--- src/rtl/assert_macros.svh ---
// ----------------------------------------------------------------------------
// Assertion macros for the RTL files; the deframer top level includes them.
// Each macro samples on the rising edge of clk and is disabled while rst_n is low.
// ----------------------------------------------------------------------------
`ifndef ASSERT_MACROS_SVH
`define ASSERT_MACROS_SVH

// A condition that must hold at every clock edge.
`define ASSERT_ALWAYS(label, expr, msg) \
    label: assert property (@(posedge clk) disable iff (!rst_n) (expr)) else $error(msg);

// A consequent that must hold in the same cycle as its antecedent.
`define ASSERT_IMPLY(label, ante, cons, msg) \
    label: assert property (@(posedge clk) disable iff (!rst_n) (ante) |-> (cons)) \
        else $error(msg);

// A consequent that must hold in the cycle after its antecedent.
`define ASSERT_NEXT(label, ante, cons, msg) \
    label: assert property (@(posedge clk) disable iff (!rst_n) (ante) |=> (cons)) \
        else $error(msg);

`endif

--- src/rtl/cfd_pkg.sv ---
`timescale 1ns / 1ps
// ----------------------------------------------------------------------------
// cfd_pkg
// Types, constants and helpers shared by the frame deframer modules.
// ----------------------------------------------------------------------------
package cfd_pkg;

    localparam int MAX_PAYLOAD = 64;
    localparam int HDR_BYTES   = 4;
    localparam int STORE_DEPTH = MAX_PAYLOAD + HDR_BYTES;
    localparam int PTR_W       = $clog2(STORE_DEPTH);
    localparam int CNT_W       = $clog2(STORE_DEPTH + 1);
    localparam int LEN_W       = 7;
    localparam int LEN_LO_OFS  = 2;
    localparam int LEN_HI_OFS  = 3;

    localparam logic [7:0] SYNC_BYTE = 8'hAA;

    typedef logic [PTR_W-1:0] ptr_t;
    typedef logic [CNT_W-1:0] cnt_t;
    typedef logic [LEN_W-1:0] len_t;

    typedef struct packed {
        logic       wr_en;
        ptr_t       wr_addr;
        logic [7:0] wr_data;
        ptr_t       rd_addr;
    } mem_req_t;

    typedef struct packed {
        logic busy;
        cnt_t count;
        ptr_t head;
    } stat_t;

    // Circular pointer advance; a stays below the depth and b is at most the depth.
    function automatic ptr_t add_mod(input ptr_t a, input cnt_t b);
        logic [CNT_W:0] s;
        s = (CNT_W + 1)'(a) + (CNT_W + 1)'(b);
        if (s >= (CNT_W + 1)'(STORE_DEPTH))
        begin
            s = s - (CNT_W + 1)'(STORE_DEPTH);
        end
        return ptr_t'(s);
    endfunction

endpackage

--- src/rtl/byte_in_if.sv ---
`timescale 1ns / 1ps
// ----------------------------------------------------------------------------
// byte_in_if
// Valid/ready channel carrying one received serial byte per word.
// ----------------------------------------------------------------------------
interface byte_in_if;
    logic       valid;
    logic       ready;
    logic [7:0] rx_byte;

    modport source (output valid, output rx_byte, input ready);
    modport sink   (input valid, input rx_byte, output ready);
endinterface

--- src/rtl/byte_out_if.sv ---
`timescale 1ns / 1ps
// ----------------------------------------------------------------------------
// byte_out_if
// Valid/ready channel carrying one payload byte and its end-of-frame mark.
// ----------------------------------------------------------------------------
interface byte_out_if;
    logic       valid;
    logic       ready;
    logic [7:0] data_byte;
    logic       last;

    modport source (output valid, output data_byte, output last, input ready);
    modport sink   (input valid, input data_byte, input last, output ready);
endinterface

--- src/rtl/checksummed_frame_deframer_top.sv ---
`timescale 1ns / 1ps
// ----------------------------------------------------------------------------
// checksummed_frame_deframer_top
// The input takes no new byte until the sequencer is idle again: each received
// byte is written and settled, then bytes are discarded while hunting, the sync
// header is read, frame bytes are summed, payload bytes are emitted and the
// receiver may stall; the one store read port and the shared byte adder do this
// work serially. Payload bytes are offered only after the whole frame is summed.
// Reset clears the sequencer and fill count, sets max_len to 64, leaves the store.
// ----------------------------------------------------------------------------
`include "assert_macros.svh"

module checksummed_frame_deframer_top (
    input  logic               clk,
    input  logic               rst_n,
    input  logic               cfg_we,
    input  cfd_pkg::len_t      cfg_wdata,
    byte_in_if.sink            rx,
    byte_out_if.source         tx
);
    import cfd_pkg::*;

    len_t       max_len_reg;
    len_t       limit;
    mem_req_t   req;
    logic [7:0] rd_data;
    stat_t      stat;

    always_ff @(posedge clk or negedge rst_n)
    begin
        if (!rst_n)
        begin
            max_len_reg <= len_t'(MAX_PAYLOAD);
        end
        else if (cfg_we)
        begin
            max_len_reg <= cfg_wdata;
        end
    end

    // Settings above the store's payload room behave as the largest payload.
    assign limit = (max_len_reg > len_t'(MAX_PAYLOAD)) ? len_t'(MAX_PAYLOAD) : max_len_reg;

    cfd_ctrl u_ctrl (
        .clk     (clk),
        .rst_n   (rst_n),
        .limit   (limit),
        .rx      (rx),
        .tx      (tx),
        .req     (req),
        .rd_data (rd_data),
        .stat    (stat)
    );

    cfd_store u_store (
        .clk     (clk),
        .req     (req),
        .rd_data (rd_data)
    );

    `ASSERT_ALWAYS(a_count_range, (stat.count <= cnt_t'(STORE_DEPTH)), "fill count beyond store depth")
    `ASSERT_ALWAYS(a_head_range, (stat.head < ptr_t'(STORE_DEPTH)), "head pointer outside store")
    `ASSERT_IMPLY(a_idle_room, !stat.busy, (stat.count < cnt_t'(STORE_DEPTH)), "idle with full store")
    `ASSERT_NEXT(a_accept_busy, (rx.valid && rx.ready), stat.busy, "not busy after accepting a word")

endmodule

--- src/rtl/cfd_store.sv ---
`timescale 1ns / 1ps
// ----------------------------------------------------------------------------
// cfd_store
// Circular frame store: one write port and one registered read port.
// ----------------------------------------------------------------------------
module cfd_store (
    input  logic              clk,
    input  cfd_pkg::mem_req_t req,
    output logic [7:0]        rd_data
);
    import cfd_pkg::*;

    logic [7:0] mem [0:STORE_DEPTH-1];
    logic [7:0] rd_data_reg;

    always_ff @(posedge clk)
    begin
        if (req.wr_en)
        begin
            mem[req.wr_addr] <= req.wr_data;
        end
    end

    always_ff @(posedge clk)
    begin
        rd_data_reg <= mem[req.rd_addr];
    end

    assign rd_data = rd_data_reg;

endmodule

--- src/rtl/cfd_ctrl.sv ---
`timescale 1ns / 1ps
// ----------------------------------------------------------------------------
// cfd_ctrl
// Sequencer that hunts for sync, checks length and checksum with one shared
// byte adder, and streams verified payload bytes to the output register.
// ----------------------------------------------------------------------------
module cfd_ctrl (
    input  logic               clk,
    input  logic               rst_n,
    input  cfd_pkg::len_t      limit,
    byte_in_if.sink            rx,
    byte_out_if.source         tx,
    output cfd_pkg::mem_req_t  req,
    input  logic [7:0]         rd_data,
    output cfd_pkg::stat_t     stat
);
    import cfd_pkg::*;

    localparam logic [2:0] ST_IDLE   = 3'd0;
    localparam logic [2:0] ST_SETTLE = 3'd1;
    localparam logic [2:0] ST_SCAN   = 3'd2;
    localparam logic [2:0] ST_LEN_LO = 3'd3;
    localparam logic [2:0] ST_LEN_HI = 3'd4;
    localparam logic [2:0] ST_SUM    = 3'd5;
    localparam logic [2:0] ST_EMIT   = 3'd6;

    logic [2:0] state_reg, state_next;
    ptr_t       head_reg, head_next;
    cnt_t       count_reg, count_next;
    cnt_t       idx_reg, idx_next;
    cnt_t       total_reg, total_next;
    logic [7:0] plen_lo_reg, plen_lo_next;
    logic [7:0] sum_reg, sum_next;
    logic       out_valid_reg, out_valid_next;
    logic [7:0] out_data_reg, out_data_next;
    logic       out_last_reg, out_last_next;

    logic [7:0] byte_sum;
    cnt_t       idx_inc;
    cnt_t       hdr_total;
    logic       too_long;
    logic       out_free;

    assign byte_sum  = sum_reg + rd_data;
    assign idx_inc   = idx_reg + cnt_t'(1);
    assign hdr_total = cnt_t'(HDR_BYTES) + cnt_t'(plen_lo_reg);
    assign too_long  = (rd_data != 8'd0) || (plen_lo_reg > 8'(limit));
    assign out_free  = !out_valid_reg || tx.ready;

    always_comb
    begin
        state_next     = state_reg;
        head_next      = head_reg;
        count_next     = count_reg;
        idx_next       = idx_reg;
        total_next     = total_reg;
        plen_lo_next   = plen_lo_reg;
        sum_next       = sum_reg;
        out_valid_next = out_valid_reg && !tx.ready;
        out_data_next  = out_data_reg;
        out_last_next  = out_last_reg;
        req.wr_en      = 1'b0;
        req.wr_addr    = add_mod(head_reg, count_reg);
        req.wr_data    = rx.rx_byte;

        unique case (state_reg)
            ST_IDLE:
            begin
                if (rx.valid)
                begin
                    idx_next   = '0;
                    state_next = ST_SETTLE;
                    if (count_reg < cnt_t'(STORE_DEPTH))
                    begin
                        req.wr_en  = 1'b1;
                        count_next = count_reg + cnt_t'(1);
                    end
                end
            end
            // A settle state so that the read port sees the byte just written.
            ST_SETTLE:
            begin
                state_next = ST_SCAN;
            end
            ST_SCAN:
            begin
                if (count_reg == '0)
                begin
                    state_next = ST_IDLE;
                end
                else if (rd_data != SYNC_BYTE)
                begin
                    head_next  = add_mod(head_reg, cnt_t'(1));
                    count_next = count_reg - cnt_t'(1);
                end
                else if (count_reg < cnt_t'(HDR_BYTES))
                begin
                    state_next = ST_IDLE;
                end
                else
                begin
                    idx_next   = cnt_t'(LEN_LO_OFS);
                    state_next = ST_LEN_LO;
                end
            end
            ST_LEN_LO:
            begin
                plen_lo_next = rd_data;
                idx_next     = cnt_t'(LEN_HI_OFS);
                state_next   = ST_LEN_HI;
            end
            ST_LEN_HI:
            begin
                if (too_long)
                begin
                    // False sync: lose the sync byte and rescan what follows.
                    head_next  = add_mod(head_reg, cnt_t'(1));
                    count_next = count_reg - cnt_t'(1);
                    idx_next   = '0;
                    state_next = ST_SCAN;
                end
                else if (count_reg < hdr_total)
                begin
                    state_next = ST_IDLE;
                end
                else
                begin
                    total_next = hdr_total;
                    sum_next   = '0;
                    idx_next   = '0;
                    state_next = ST_SUM;
                end
            end
            ST_SUM:
            begin
                sum_next = byte_sum;
                if (idx_inc == total_reg)
                begin
                    if (byte_sum != 8'd0)
                    begin
                        head_next  = add_mod(head_reg, cnt_t'(1));
                        count_next = count_reg - cnt_t'(1);
                        idx_next   = '0;
                        state_next = ST_SCAN;
                    end
                    else if (total_reg == cnt_t'(HDR_BYTES))
                    begin
                        // An empty frame is consumed without output.
                        head_next  = add_mod(head_reg, total_reg);
                        count_next = count_reg - total_reg;
                        idx_next   = '0;
                        state_next = ST_SCAN;
                    end
                    else
                    begin
                        idx_next   = cnt_t'(HDR_BYTES);
                        state_next = ST_EMIT;
                    end
                end
                else
                begin
                    idx_next = idx_inc;
                end
            end
            ST_EMIT:
            begin
                if (out_free)
                begin
                    out_valid_next = 1'b1;
                    out_data_next  = rd_data;
                    out_last_next  = (idx_inc == total_reg);
                    if (idx_inc == total_reg)
                    begin
                        head_next  = add_mod(head_reg, total_reg);
                        count_next = count_reg - total_reg;
                        idx_next   = '0;
                        state_next = ST_SCAN;
                    end
                    else
                    begin
                        idx_next = idx_inc;
                    end
                end
            end
            default:
            begin
                state_next = ST_IDLE;
            end
        endcase

        // The read port follows the next pointer, so rd_data holds the byte at
        // head_reg + idx_reg, except in ST_SETTLE, where a byte just written may not show yet.
        req.rd_addr = add_mod(head_next, idx_next);
    end

    always_ff @(posedge clk or negedge rst_n)
    begin
        if (!rst_n)
        begin
            state_reg     <= ST_IDLE;
            head_reg      <= '0;
            count_reg     <= '0;
            idx_reg       <= '0;
            out_valid_reg <= 1'b0;
        end
        else
        begin
            state_reg     <= state_next;
            head_reg      <= head_next;
            count_reg     <= count_next;
            idx_reg       <= idx_next;
            out_valid_reg <= out_valid_next;
        end
    end

    always_ff @(posedge clk)
    begin
        total_reg    <= total_next;
        plen_lo_reg  <= plen_lo_next;
        sum_reg      <= sum_next;
        out_data_reg <= out_data_next;
        out_last_reg <= out_last_next;
    end

    assign rx.ready     = (state_reg == ST_IDLE);
    assign tx.valid     = out_valid_reg;
    assign tx.data_byte = out_data_reg;
    assign tx.last      = out_last_reg;

    assign stat.busy  = (state_reg != ST_IDLE);
    assign stat.count = count_reg;
    assign stat.head  = head_reg;

endmodule

--- src/flat_wrapper.sv ---
// flat-port wrapper written by rule: the top's interface ports become plain ports
module checksummed_frame_deframer_top_flat import cfd_pkg::*;
  (clk, rst_n, cfg_we, cfg_wdata, rx_valid, rx_rx_byte, rx_ready, tx_valid, tx_data_byte, tx_last, tx_ready);
  byte_in_if rx_i ();
  byte_out_if tx_i ();
  input  logic clk;
  input  logic rst_n;
  input  logic cfg_we;
  input  cfd_pkg::len_t cfg_wdata;
  input wire logic [$bits(rx_i.valid)-1:0] rx_valid;
  input wire logic [$bits(rx_i.rx_byte)-1:0] rx_rx_byte;
  output wire logic [$bits(rx_i.ready)-1:0] rx_ready;
  output wire logic [$bits(tx_i.valid)-1:0] tx_valid;
  output wire logic [$bits(tx_i.data_byte)-1:0] tx_data_byte;
  output wire logic [$bits(tx_i.last)-1:0] tx_last;
  input wire logic [$bits(tx_i.ready)-1:0] tx_ready;
  assign rx_i.valid = rx_valid;
  assign rx_i.rx_byte = rx_rx_byte;
  assign rx_ready = rx_i.ready;
  assign tx_valid = tx_i.valid;
  assign tx_data_byte = tx_i.data_byte;
  assign tx_last = tx_i.last;
  assign tx_i.ready = tx_ready;
  checksummed_frame_deframer_top u_core (.clk(clk), .rst_n(rst_n), .cfg_we(cfg_we), .cfg_wdata(cfg_wdata), .rx(rx_i), .tx(tx_i));
endmodule
--- config.mk ---
export PLATFORM = sky130hd
export DESIGN_NAME = checksummed_frame_deframer_top_flat
export DESIGN_NICKNAME = d
export VERILOG_FILES = /design/src/rtl/cfd_pkg.sv /design/src/rtl/byte_in_if.sv /design/src/rtl/byte_out_if.sv /design/src/rtl/checksummed_frame_deframer_top.sv /design/src/rtl/cfd_store.sv /design/src/rtl/cfd_ctrl.sv /design/src/flat_wrapper.sv
export VERILOG_INCLUDE_DIRS = /design/src /design/src/rtl
export SDC_FILE = /design/constraint.sdc
export NUM_CORES = 1
export LEC_CHECK = 0
export BUFFER_PORTS_ARGS = -buffer_cell sky130_fd_sc_hd__buf_2
export CORE_MARGIN = 2
export CORE_UTILIZATION = 45
export CTS_BUF_LIST = sky130_fd_sc_hd__clkbuf_2
export DETAILED_ROUTE_END_ITERATION = 12
export PLACE_DENSITY = 0.61
export SLEW_MARGIN = 20
export SYNTH_ARGS = -nofsm -noshare
export SYNTH_HDL_FRONTEND = slang
export SYNTH_SLANG_ARGS = --single-unit
--- constraint.sdc ---
create_clock -name clk -period 15.4 [get_ports clk]
set_input_delay 3.08 -clock clk [delete_from_list [all_inputs] [get_ports clk]]
set_output_delay 3.08 -clock clk [all_outputs]
set_load 0.005 [all_outputs]
# --- Word-level counts from Yosys, hierarchy flattened ---
# Memory sizes are Yosys's and may differ from the RTL's. A register that Yosys moved wholly into a read port is not among the register bits.
# Cells that the tools add are included.
# Widths: inputs -> output; s select.
op_classes:
  addsub: 14
  mux: 59
  n_eq_ne: 21
  n_bitwise: 2
  n_reduce_logical: 16
  magnitude_cmp: 9
ops:
  columns: ["operator", "count"]
  rows:
  - ["$mux 7", 32]
  - ["$pmux 7 s6", 1]
  - ["$mux 3", 12]
  - ["$pmux 7 s5", 1]
  - ["$ge 8x7->1 const B", 4]
  - ["$pmux 7 s4", 1]
  - ["$sub 7x7->7 const B", 4]
  - ["$add 7x7->8", 3]
  - ["$pmux 3 s7", 1]
  - ["$ne 2x2->1 const B", 9]
  - ["$mux 8", 2]
  - ["$pmux 8 s2", 1]
  - ["$reduce_bool 8->1", 2]
  - ["$add 7x1->7 const B", 2]
  - ["$reduce_and 10->1", 1]
  - ["$eq 3x3->1 const B", 3]
  - ["$add 7x1->8 const B", 1]
  - ["$add 8x8->8", 1]
  - ["$gt 8x7->1", 1]
  - ["$ne 8x8->1 const B", 1]
  - ["$add 3x7->7 const A", 1]
  - ["$eq 7x3->1 const B", 1]
  - ["$eq 7x7->1", 1]
  - ["$gt 7x7->1 const B", 1]
  - ["22 further kinds", 34]
totals:
  ramBits: 544
  input_bits: 20
  ff_bits: 64
  output_inout_bits: 11
  elab_cells: 133
  memories: 1
mem_list:
  columns: ["name", "depth", "width", "read_ports", "rd_clocked_by_memory_dff", "wr", "line", "rtl"]
  rows:
  - ["u_core.u_store.mem", 68, 8, 1, 1, 1, "cfd_store.sv:13", "logic [7:0] mem [0:STORE_DEPTH-1];"]

# --- Depth between registers and ports, before layout ---
# Gate-level depths: netlist of run 1.
depth:
  word_depth: 10
  depth_mapped: 33

# --- Cells and area by module ---
# Synthesis of run 1 repeated with hierarchy kept, for this count alone.
hier_totals:
  cells_unflattened: 1683
  area_unflattened_um2: 27490.1
modules_own_cells:
  columns: ["module", "area_each_um2", "seq_area_each_um2", "cells_each", "n_inst"]
  rows:
  - ["cfd_store", 21340.5, 16495.8, 977, 1]
  - ["cfd_ctrl", 5815.6, 1586.5, 684, 1]
  - ["checksummed_frame_deframer_top", 334.1, 176.4, 22, 1]

# --- Worst setup path before layout of run 1 ---
# OpenSTA, ideal clock, no wires.
synth_timing:
  kind: "input port to flip-flop"
  startpoint: "in tx_ready"
  endpoint: "reg u_core.u_store.rd_data_reg[4] (netlist: u_core.u_store.rd_data[4]) (read register of u_core.u_store.mem)"
  stages: 29
  path_slack_ps: 6591
  required_time_ps: 15337
  n_path_buf: 4
  t_arrival_ps: 8746
  cell_sequence: "nand2b_1 > and2_1 > clkbuf_1 > nor2_1 > nor2_1 > a221oi_1 > o21ai_0 > o32a_1 > ha_1 > a21o_1 > a21oi_1 > xnor2_1 > inv_2 > clkbuf_1 > ha_1 > nor3b_1 > nor3b_1 > a31oi_1 > a21bo_2 > o41ai_1 > a211oi_4 > o311ai_4 > mux2_2 > buf_6 > buf_4 > mux2i_1 > a32oi_1 > nand4_1 > nand3_1"
synth_via:
  elab_chain_len: 6
synth_rtl:
  columns: ["element", "line", "rtl"]
  rows:
  - ["from (decl)", "flat_wrapper.sv:16", "input wire logic [$bits(tx_i.ready)-1:0] tx_ready;"]
  - ["$logic_or 1x1->1 (*)", "cfd_ctrl.sv:48", "assign out_free = !out_valid_reg || tx.ready;"]
  - ["$mux 7 (*)", "cfd_ctrl.sv:167", "if (out_free)"]
  - ["$pmux 7 s6 (*)", "cfd_ctrl.sv:66", "unique case (state_reg)"]
  - ["named net u_core.u_ctrl.idx_next[1]", "cfd_ctrl.sv:30", "cnt_t idx_reg, idx_next;"]
  - ["$add 7x7->8 (*)", "cfd_pkg.sv:39", "s = (CNT_W + 1)'(a) + (CNT_W + 1)'(b);"]
  - ["$sub 7x7->7 or $ge 8x7->1 (tied branches)", "cfd_pkg.sv:42, cfd_pkg.sv:40", null]
  - ["$mux 7 (*)", "cfd_pkg.sv:40", "if (s >= (CNT_W + 1)'(STORE_DEPTH))"]
  - ["to (decl)", "cfd_store.sv:14", "logic [7:0] rd_data_reg;"]
# The timed path passes the listed nets; every way through them passes the cells marked *.
# A chain may end at the register's enable or synchronous reset.

# --- Worst setup path after layout of run 1 ---
layout_timing:
  startpoint: "reg u_core.max_len_reg[6]"
  endpoint: "reg u_core.u_store.rd_data_reg[6] (netlist: u_core.u_store.rd_data[6]) (read register of u_core.u_store.mem)"
layout_via:
  elab_chain_len: 9
layout_rtl:
  columns: ["element", "line", "rtl"]
  rows:
  - ["from (decl)", "checksummed_frame_deframer_top.sv:23", "len_t max_len_reg;"]
  - ["from (signal assigned)", "checksummed_frame_deframer_top.sv:33", "max_len_reg <= len_t'(MAX_PAYLOAD);"]
  - ["from (signal assigned)", "checksummed_frame_deframer_top.sv:37", "max_len_reg <= cfg_wdata;"]
  - ["$gt 7x7->1", "checksummed_frame_deframer_top.sv:42", "assign limit = (max_len_reg > len_t'(MAX_PAYLOAD)) ? len_t'(MAX_PAYLOAD) : max_len_reg;"]
  - ["$mux 7 (*)", "checksummed_frame_deframer_top.sv:42", null]
  - ["$gt 8x7->1 (*)", "cfd_ctrl.sv:47", "assign too_long = (rd_data != 8'd0) || (plen_lo_reg > 8'(limit));"]
  - ["$logic_or 1x1->1 (*)", "cfd_ctrl.sv:47", null]
  - ["$mux 7 (*)", "cfd_ctrl.sv:114", "if (too_long)"]
  - ["$pmux 7 s4 (*)", "cfd_ctrl.sv:66", null]
  - ["named net u_core.u_ctrl.head_next[2]", "cfd_ctrl.sv:28", "ptr_t head_reg, head_next;"]
  - ["$add 7x7->8 (*)", "cfd_pkg.sv:39", null]
  - ["$sub 7x7->7 or $ge 8x7->1 (tied branches)", "cfd_pkg.sv:42, cfd_pkg.sv:40", null]
  - ["$mux 7 (*)", "cfd_pkg.sv:40", null]
# Marks and branches as above.

==> results.toml, run 1 <==
[timing]
period_needed_ps = 9060
final_max_slew_viol_count = 0
clock.fmax_mhz = 110
finalHoldViolations = 0
worstMarginPinSlew_ps = 1020
setup_tns_ps = 0
finalSetupViolCount = 0
slew_headroom_pct = 31.1
period_share_pct = 58.8
fin_worst_skew_ps = 117
holdWs_ps = 515
rsz0062_at_grt = "no"

[synthesis]
synth_common_cells = "edfxtp_1, nand2_1, nor2_1, mux4_2, a21oi_1"
post-synth-top-count-cell = "edfxtp_1"
synthCells = 1860
synth_largest_area_cell = "edfxtp_1"
netlist_top_cells_area = "edfxtp_1, mux4_2, dfrtp_1, ha_1, nand2_1"
ys_seq_area_share_pct = 65.2
ys_ff_latch = 616
yosys_warnings = 0
avgSynthCellArea_um2 = 15.1
ys_types = 84
synth_top_area_share_pct = 61.7
syn_area_um2 = 28000
synth_nets = 1946
synth_edf_count = 576
synth_flop_cell = "edfxtp_1"
async_flop_share_pct = 5.19

[global_routing]
antenna_found_initial = 2
grt_first_pass_wirelength_mm = 105
grtUsageTotal_pct = 22.2
grt_max_degree = 94
grt_overflow_total = 0
first_global_vias = 17148

[routing]
drc = 0
wl_per_cell_um = 23.8
drtIter0Drc = 1723
ant_nets = 0
dr.pass1.iters = 8
routed_wl_mm = 69.7
vias = 17130
viasPerCell = 5.85

[worst_setup_path]
startpoint_type = "flop"
cpMaxStageDelayCell = "mux2_2"
r2r-start = "u_core.max_len_reg[6]"
endpoint_kind = "flop"
max_stage_delay_ps = 970
rr_endpoint = "u_core.u_store.rd_data[6]"
reg2reg_depth = 31
worst_path_most_repeated_cell = "ha_1"
required_ps = 16640
rrSetupSlack_ps = 6340
setup.worst_path.class = "reg2reg"
cp_data_arrival_time_ps = 10300
path_max_fanout = 47

[cells_and_area]
final_util_pct = 49.5
final_cells = 2927
largest-register = "u_core.u_store.mem"
area.growth.synth_to_final_pct = 8.82
fillCellCount = 5356
nNetsFinal = 2067
drive_above_1_share_pct = 21.8
largest_reg_flops = 544

[flow_run]
max_cap_viol_count = 0

[hold_path]
min_path_type = "reg2reg"
hp-start = "u_core.max_len_reg[1]"
min_path_cells = 1
min_to = "u_core.max_len_reg[1]"

[place]
port_buffers = 30
post-dp-hpwl_mm = 44.8
gp_congestion = 0.937
dpl.cell_count = 2660

[clock_network]
path_clk_slew_ps = 110
cts_made_buffers = 155
clock-root-buffer = "clkbuf_2"
numClockSinks = 616
insertion_delay_ps = 1360
cts_setup_buffers = 0
cts.htree.levels = 4
cts.hold.buffers_added = 0
ctsResizeCount = 0
cts_buffer_depth = 3
cts_tree = "done"

[floorplan]
start_util_pct = 45.5
die_width_um = 254
io_pins = 31
core_area_um2 = 61600
rows = 91
die_h_um = 254
dieArea_um2 = 64300

[status]
status = "complete, no violations"
[logic make-up (layout without fill, tap and decap cells)]
logic type               count (synthesis)  in the layout  share of synthesized area (%)
multiplexers                           175            175                           12.4
AND/OR/NAND/NOR                        522            522                           8.51
flip-flops                             616            616                           65.2
AO/OA/AOI/OAI                          294            294                           7.25
XOR/XNOR                                55             55                           1.72
adder cells (fa/ha/maj)                 66             66                           3.08
other                                    0              3                              0
buffers and inverters                  132            359                           1.88
[worst max-delay path, delay by kind of cell (launching register included)]
family | cells | cell delay [ps]
buf+inv | 4 | 950
compound gates | 13 | 3760
flops | 1 | 380
xor+xnor | 1 | 150
simple gates | 8 | 1410
fa+ha+maj | 3 | 840
mux | 2 | 1420
[cells in the final DEF, fill, tap and decap left out, types with 45 or more instances in the layout]
master / count
a21oi_1: 74
clkbuf_2: 216
edfxtp_1: 576
ha_1: 60
inv_1: 45
mux4_2: 136
nand2_1: 194
nand3_1: 51
nor2_1: 145
o21ai_0: 53
[metal layers]
layer / vias up / routed length (µm) / track usage [%]
li1: 7646 / - / -
met2: 677 / 33300 / 35.0
met3: 128 / 4600 / 4.89
met1: 8679 / 29800 / 29.9
met4: 0 / 1970 / 9.08
met5: - / 0 / 0
[through the flow]
stage	area, µm²	setup slack (ps)
after CTS	30400	6290
after floorplan	28000	6590
final	30500	6340
after detailed placement	29000	5100
after global placement	29000	5340
after global routing	30500	5590
[final cells by class]
cell class	instances	area, µm²	area share (%)
diodes	3	7.51	0.0246
clock buffers	216	1080	3.55
clock inverters	47	312	1.02
inverters	47	176	0.579
multi-input cells	1112	9280	30.4
flip-flops and latches	616	18300	59.9
well taps	837	1050	3.44
repair buffers	49	325	1.07
[worst max-delay path by stage]
stage,to,from,cells after the start,slack (ps)
6_report,u_core.u_store.rd_data[6],u_core.max_len_reg[6],31,6340
5_1_grt,u_core.u_store.rd_data[4],u_core.max_len_reg[6],32,5590
4_1_cts,u_core.u_store.rd_data[6],u_core.max_len_reg[6],32,6290
3_5_place_dp,u_core.u_store.rd_data[6],tx_ready,28,5100
3_3_place_gp,u_core.u_store.rd_data[6],tx_ready,28,5340
2_1_floorplan,u_core.u_store.rd_data[4],tx_ready,29,6590
Power of run 1 is left out: the tool's default activity adds up to more than one toggle a clock period on the data nets, which glitch-free logic cannot reach.
==> run 2: changes to the inputs <==
--- a/config.mk
+++ b/config.mk
@@ -6,6 +6,7 @@
 export SDC_FILE = /design/constraint.sdc
 export NUM_CORES = 1
 export LEC_CHECK = 0
+export ABC_AREA = 1
 export BUFFER_PORTS_ARGS = -buffer_cell sky130_fd_sc_hd__buf_2
 export CORE_MARGIN = 2
 export CORE_UTILIZATION = 45
==> constraint.sdc (replaced) <==
create_clock -name clk -period 9.15 [get_ports clk]
set_input_delay 1.83 -clock clk [delete_from_list [all_inputs] [get_ports clk]]
set_output_delay 1.83 -clock clk [all_outputs]
set_load 0.005 [all_outputs]
==> run 2 against run 1 <==
Against the previous run: synthesized cell count is 37% higher; register-to-register slack worse by 4700 ps; setup slack worse by 4700 ps; global-route usage is 1.9 points higher; die area is 1.0% higher; cell count is 23% higher; clock-buffer cell count is 7 higher.
==> results.toml, run 2 <==
[cells_and_area]
mostFrequentLayoutCells = "nand2_1, edfxtp_1, clkbuf_2"
final_common_cell = "nand2_1"
nNetsFinal = 2728
area.growth.synth_to_final_pct = 8.12
largest_reg_flops = 544
largest-register = "u_core.u_store.mem"
drive_above_1_share_pct = 12.6

[worst_setup_path]
reg2reg_depth = 35
max_stage_delay_ps = 1000
worst_path_most_repeated_cell = "nand2_1"
critical_path_buf_inv_count = 2
path_delay_family = "simple AND/OR/NAND/NOR gates"
cpMaxStageDelayCell = "nand2_2"
startpoint_type = "flop"
endpoint_kind = "flop"
required_ps = 10340
rr_endpoint = "u_core.u_store.rd_data[5]"
r2r-start = "u_core.u_ctrl.head_reg[0]"
cp_data_arrival_time_ps = 8640
rrSetupSlack_ps = 1690
setup.worst_path.class = "reg2reg"
path_max_fanout = 46

[synthesis]
synthMuxAreaShare_pct = 0.199
ys_types = 59
netlist_top_cells_area = "edfxtp_1, nand2_1, a32o_1, nand3_1, a21oi_1"
synthCells = 2553
synth_top_family_by_area = "simple AND/OR/NAND/NOR gates"
synthAdderAreaFrac_pct = 3.05
synthSimpleGateAreaFrac_pct = 17.0
ys_ff_latch = 616
synth_common_cells = "nand2_1, edfxtp_1, nand3_1, a21oi_1, nor2_1"
syn_area_um2 = 28300
post-synth-top-count-cell = "nand2_1"
ys_seq_area_share_pct = 64.5
synth_largest_area_cell = "edfxtp_1"
synth_top_area_share_pct = 61.1
yosys_warnings = 0
async_flop_share_pct = 5.19
avgSynthCellArea_um2 = 11.1
synth_flop_cell = "edfxtp_1"
synth_edf_count = 576
synth-xor-area-share_pct = 1.52
synth_nets = 2639
synth_compound_area_share_pct = 9.93

[timing]
finalHoldViolations = 0
slew_headroom_pct = 30.0
rsz0062_at_grt = "no"
period_needed_ps = 7460
holdWs_ps = 500
fin_worst_skew_ps = 72.0
setup_tns_ps = 0
final_max_slew_viol_count = 0
clock.fmax_mhz = 134
period_share_pct = 81.5
finalSetupViolCount = 0
worstMarginPinSlew_ps = 1050

[floorplan]
rows = 91
die_h_um = 255
start_util_pct = 45.7
core_area_um2 = 61900
dieArea_um2 = 64900
io_pins = 31
die_width_um = 255

[clock_network]
cts_tree = "done"
numClockSinks = 616
cts_buffer_depth = 3
cts_setup_buffers = 0
insertion_delay_ps = 1340
ctsResizeCount = 0
cts_made_buffers = 161
cts.htree.levels = 4
path_clk_slew_ps = 100
clock-root-buffer = "clkbuf_2"
cts.hold.buffers_added = 0

[place]
port_buffers = 30
gp_congestion = 0.920
post-dp-hpwl_mm = 48.3

[routing]
wl_per_cell_um = 21.5
viasPerCell = 5.63
routed_wl_mm = 77.3
drtIter0Drc = 1960
vias = 20232
dr.pass1.iters = 6
drc = 0
ant_nets = 0

[global_routing]
grt_overflow_total = 0
grtUsageTotal_pct = 24.1
grt_first_pass_wirelength_mm = 116
first_global_vias = 19478
grt_max_degree = 95
antenna_found_initial = 2

[hold_path]
min_path_type = "reg2reg"
hp-start = "u_core.u_ctrl.plen_lo_reg[0]"
min_path_cells = 0
min_to = "u_core.u_ctrl.total_reg[0]"

[status]
status = "complete, no violations"

[flow_run]
max_cap_viol_count = 0
==> run 2: changes by cell type in the layout (fill, tap and decap cells not counted), sizes merged, moves of 16 or more <==
cell / previous run / this run
nor2b: 20 / 0
nand3: 51 / 224
nor2: 146 / 165
xnor2: 36 / 15
a21oi: 75 / 172
a21o: 18 / 2
nor3: 23 / 4
nand2: 194 / 731
mux4: 136 / 0
inv: 52 / 137
a32o: 0 / 129
mux2i: 30 / 0
==> run 2: kinds of logic (layout without fill, tap and decap cells) <==
family,count (synthesis),count (layout)
flip-flops,616,616
AO/OA/AOI/OAI,409,409
AND/OR/NAND/NOR,1153,1153
multiplexers,5,5
adder cells (fa/ha/maj),66,66
other,0,4
XOR/XNOR,46,46
buffers and inverters,258,459
==> run 2: worst max path at each step <==
stage                         startpoint                   endpoint  slack (ps)  cells past startpoint
5_1_grt        u_core.u_ctrl.head_reg[0]  u_core.u_store.rd_data[5]        1050                     35
6_report       u_core.u_ctrl.head_reg[0]  u_core.u_store.rd_data[5]        1690                     35
4_1_cts        u_core.u_ctrl.head_reg[0]  u_core.u_store.rd_data[5]        1850                     35
3_3_place_gp                    tx_ready  u_core.u_store.rd_data[5]        1810                     26
3_5_place_dp                    tx_ready  u_core.u_store.rd_data[3]        1620                     26
2_1_floorplan                   tx_ready  u_core.u_store.rd_data[3]        3520                     27
==> run 2: metal layers <==
metal,track usage (%),part of all wire [%],vias to the layer above
li1,-,-,9441
met1,31.4,42,9838
met2,39.0,48,813
met3,5.81,7.2,140
met4,9.07,2.8,0
met5,0,0,-
==> run 2: final cells by class <==
cell class / count / area, µm²
diodes: 4 / 10.0
clock buffers: 223 / 1120
clock inverters: 52 / 352
fillers: 5721 / 31300
inverters: 136 / 527
multi-input cells: 1679 / 9000
flip-flops and latches: 616 / 18300
well taps: 837 / 1050
repair buffers: 48 / 285
==> run 2: worst register-to-register path: cells and delay by family (launching register included) <==
family                   cells  cell delay, ps
flip-flops                   1             550
buffers and inverters        2             130
AO/OA/AOI/OAI                6             770
XOR/XNOR                     3             940
AND/OR/NAND/NOR             20            3640
adder cells (fa/ha/maj)      4            1300
==> run 2: metrics by stage <==
step	util (%)	setup slack [ps]	cells	instance area, µm²
2_1_floorplan	-	3520	2553	28300
3_3_place_gp	47.0	1810	3316	29100
3_5_place_dp	47.0	1620	3316	29100
4_1_cts	49.4	1850	3591	30600
5_1_grt	49.4	1050	3595	30600
6_report	49.4	1690	3595	30600
Power of run 2 is left out for the same reason.
==> run 3: changes to the inputs <==
==> constraint.sdc (replaced) <==
create_clock -name clk -period 7.7 [get_ports clk]
set_input_delay 1.54 -clock clk [delete_from_list [all_inputs] [get_ports clk]]
set_output_delay 1.54 -clock clk [all_outputs]
set_load 0.005 [all_outputs]
==> run 3 against run 2 <==
Against the previous run: sequential share of layout area is 0.086 points higher; clock-buffer cell count down 2; register-to-register slack got worse by 660 ps; largest cell class unchanged; highest routed layer unchanged.
==> results.toml, run 3 (synthesis gave the netlist of run 2 again) <==
[global_routing]
grt_first_pass_wirelength_mm = 118
antenna_found_initial = 2
grt_overflow_total = 0
grt_max_degree = 211
first_global_vias = 19579
grt_use_met3_pct = 5.45
grt.busiest_layer = "met2"
grtUsageTotal_pct = 24.3
met2_usage_pct = 39.8
globalRouteMet1Util_pct = 31.6

[clock_network]
cts_tree = "done"
numClockSinks = 616
path_clk_slew_ps = 120
cts_made_buffers = 159
insertion_delay_ps = 1440
cts_setup_buffers = 0
cts.htree.levels = 4
clock-root-buffer = "clkbuf_2"
ctsResizeCount = 0
cts_buffer_depth = 3
cts.hold.buffers_added = 0

[routing]
routed_wl_mm = 78.5
viasPerCell = 5.69
ant_nets = 0
dr.pass1.iters = 7
wl_per_cell_um = 21.8
drc = 0
drtIter0Drc = 2234
vias = 20448

[cells_and_area]
largest_reg_flops = 544
area.growth.synth_to_final_pct = 7.96
mostFrequentLayoutCells = "nand2_1, edfxtp_1, clkbuf_2"
largest-register = "u_core.u_store.mem"
nNetsFinal = 2730
drive_above_1_share_pct = 12.6
fillCellCount = 5758
final_common_cell = "nand2_1"

[worst_setup_path]
startpoint_type = "flop"
critical_path_buf_inv_count = 2
cpMaxStageDelayCell = "nand2_4"
max_stage_delay_ps = 600
path_max_fanout = 42
required_ps = 8990
path_delay_family = "simple AND/OR/NAND/NOR gates"
worst_path_most_repeated_cell = "nand2_1"
endpoint_kind = "flop"
setup.worst_path.class = "reg2reg"
cp_data_arrival_time_ps = 7950
rrSetupSlack_ps = 1030

[timing]
period_share_pct = 86.6
period_needed_ps = 6670
finalHoldViolations = 0
worstMarginPinSlew_ps = 1080
rsz0062_at_grt = "no"
fin_worst_skew_ps = 107
setup_tns_ps = 0
clock.fmax_mhz = 150
final_max_slew_viol_count = 0
finalSetupViolCount = 0
slew_headroom_pct = 28.0

[status]
status = "complete, no violations"

[floorplan]
die_h_um = 255
core_area_um2 = 61900
rows = 91
die_width_um = 255
io_pins = 31
start_util_pct = 45.7
dieArea_um2 = 64900

[place]
post-dp-hpwl_mm = 48.8
gp_congestion = 0.932
port_buffers = 30

[hold_path]
min_path_type = "in2async"

[flow_run]
max_cap_viol_count = 0
## run 3: per-layer routing
metal,up-vias,share of wire (%)
met1,10032,42
li1,9429,-
met2,843,48
met4,0,3.2
met3,144,7.1
met5,-,0
## run 3: final cells by class
| type | count | area [µm²] | share of cell area, % |
|---|---|---|---|
| Timing Repair Buffer | 52 | 328 | 1.07 |
| Multi-Input combinational cell | 1679 | 9000 | 29.5 |
| Inverter | 136 | 527 | 1.72 |
| Sequential cell | 616 | 18300 | 59.8 |
| Tap cell | 837 | 1050 | 3.43 |
| Clock buffer | 221 | 1110 | 3.62 |
| Antenna cell | 5 | 12.5 | 0.0409 |
| Clock inverter | 49 | 273 | 0.893 |
## run 3: metrics by stage
stage	area, µm²	setup slack, ps	cells	hold WS, ps	utilization, %
after floorplan	28300	2360	2553	426	-
after global placement	29200	1110	3320	498	47.1
after detailed placement	29200	1080	3320	497	47.1
after CTS	30500	1190	3590	136	49.3
after global routing	30600	472	3595	213	49.3
final	30600	1030	3595	241	49.3
## run 3: worst paths after layout
kind,startpoint,endpoint,cells after the start
max,u_core.u_ctrl.head_reg[0],u_core.u_store.rd_data[0],35
min,rst_n,u_core.u_ctrl.idx_reg[5],1
max reg2reg,u_core.u_ctrl.head_reg[0],u_core.u_store.rd_data[0],35
min reg2reg,u_core.u_ctrl.plen_lo_reg[0],u_core.u_ctrl.total_reg[0],0
max in group asynchronous,rst_n,u_core.u_ctrl.state_reg[0],1
min in group clk,cfg_wdata[0],u_core.max_len_reg[0],3
Power of run 3 is left out for the same reason.
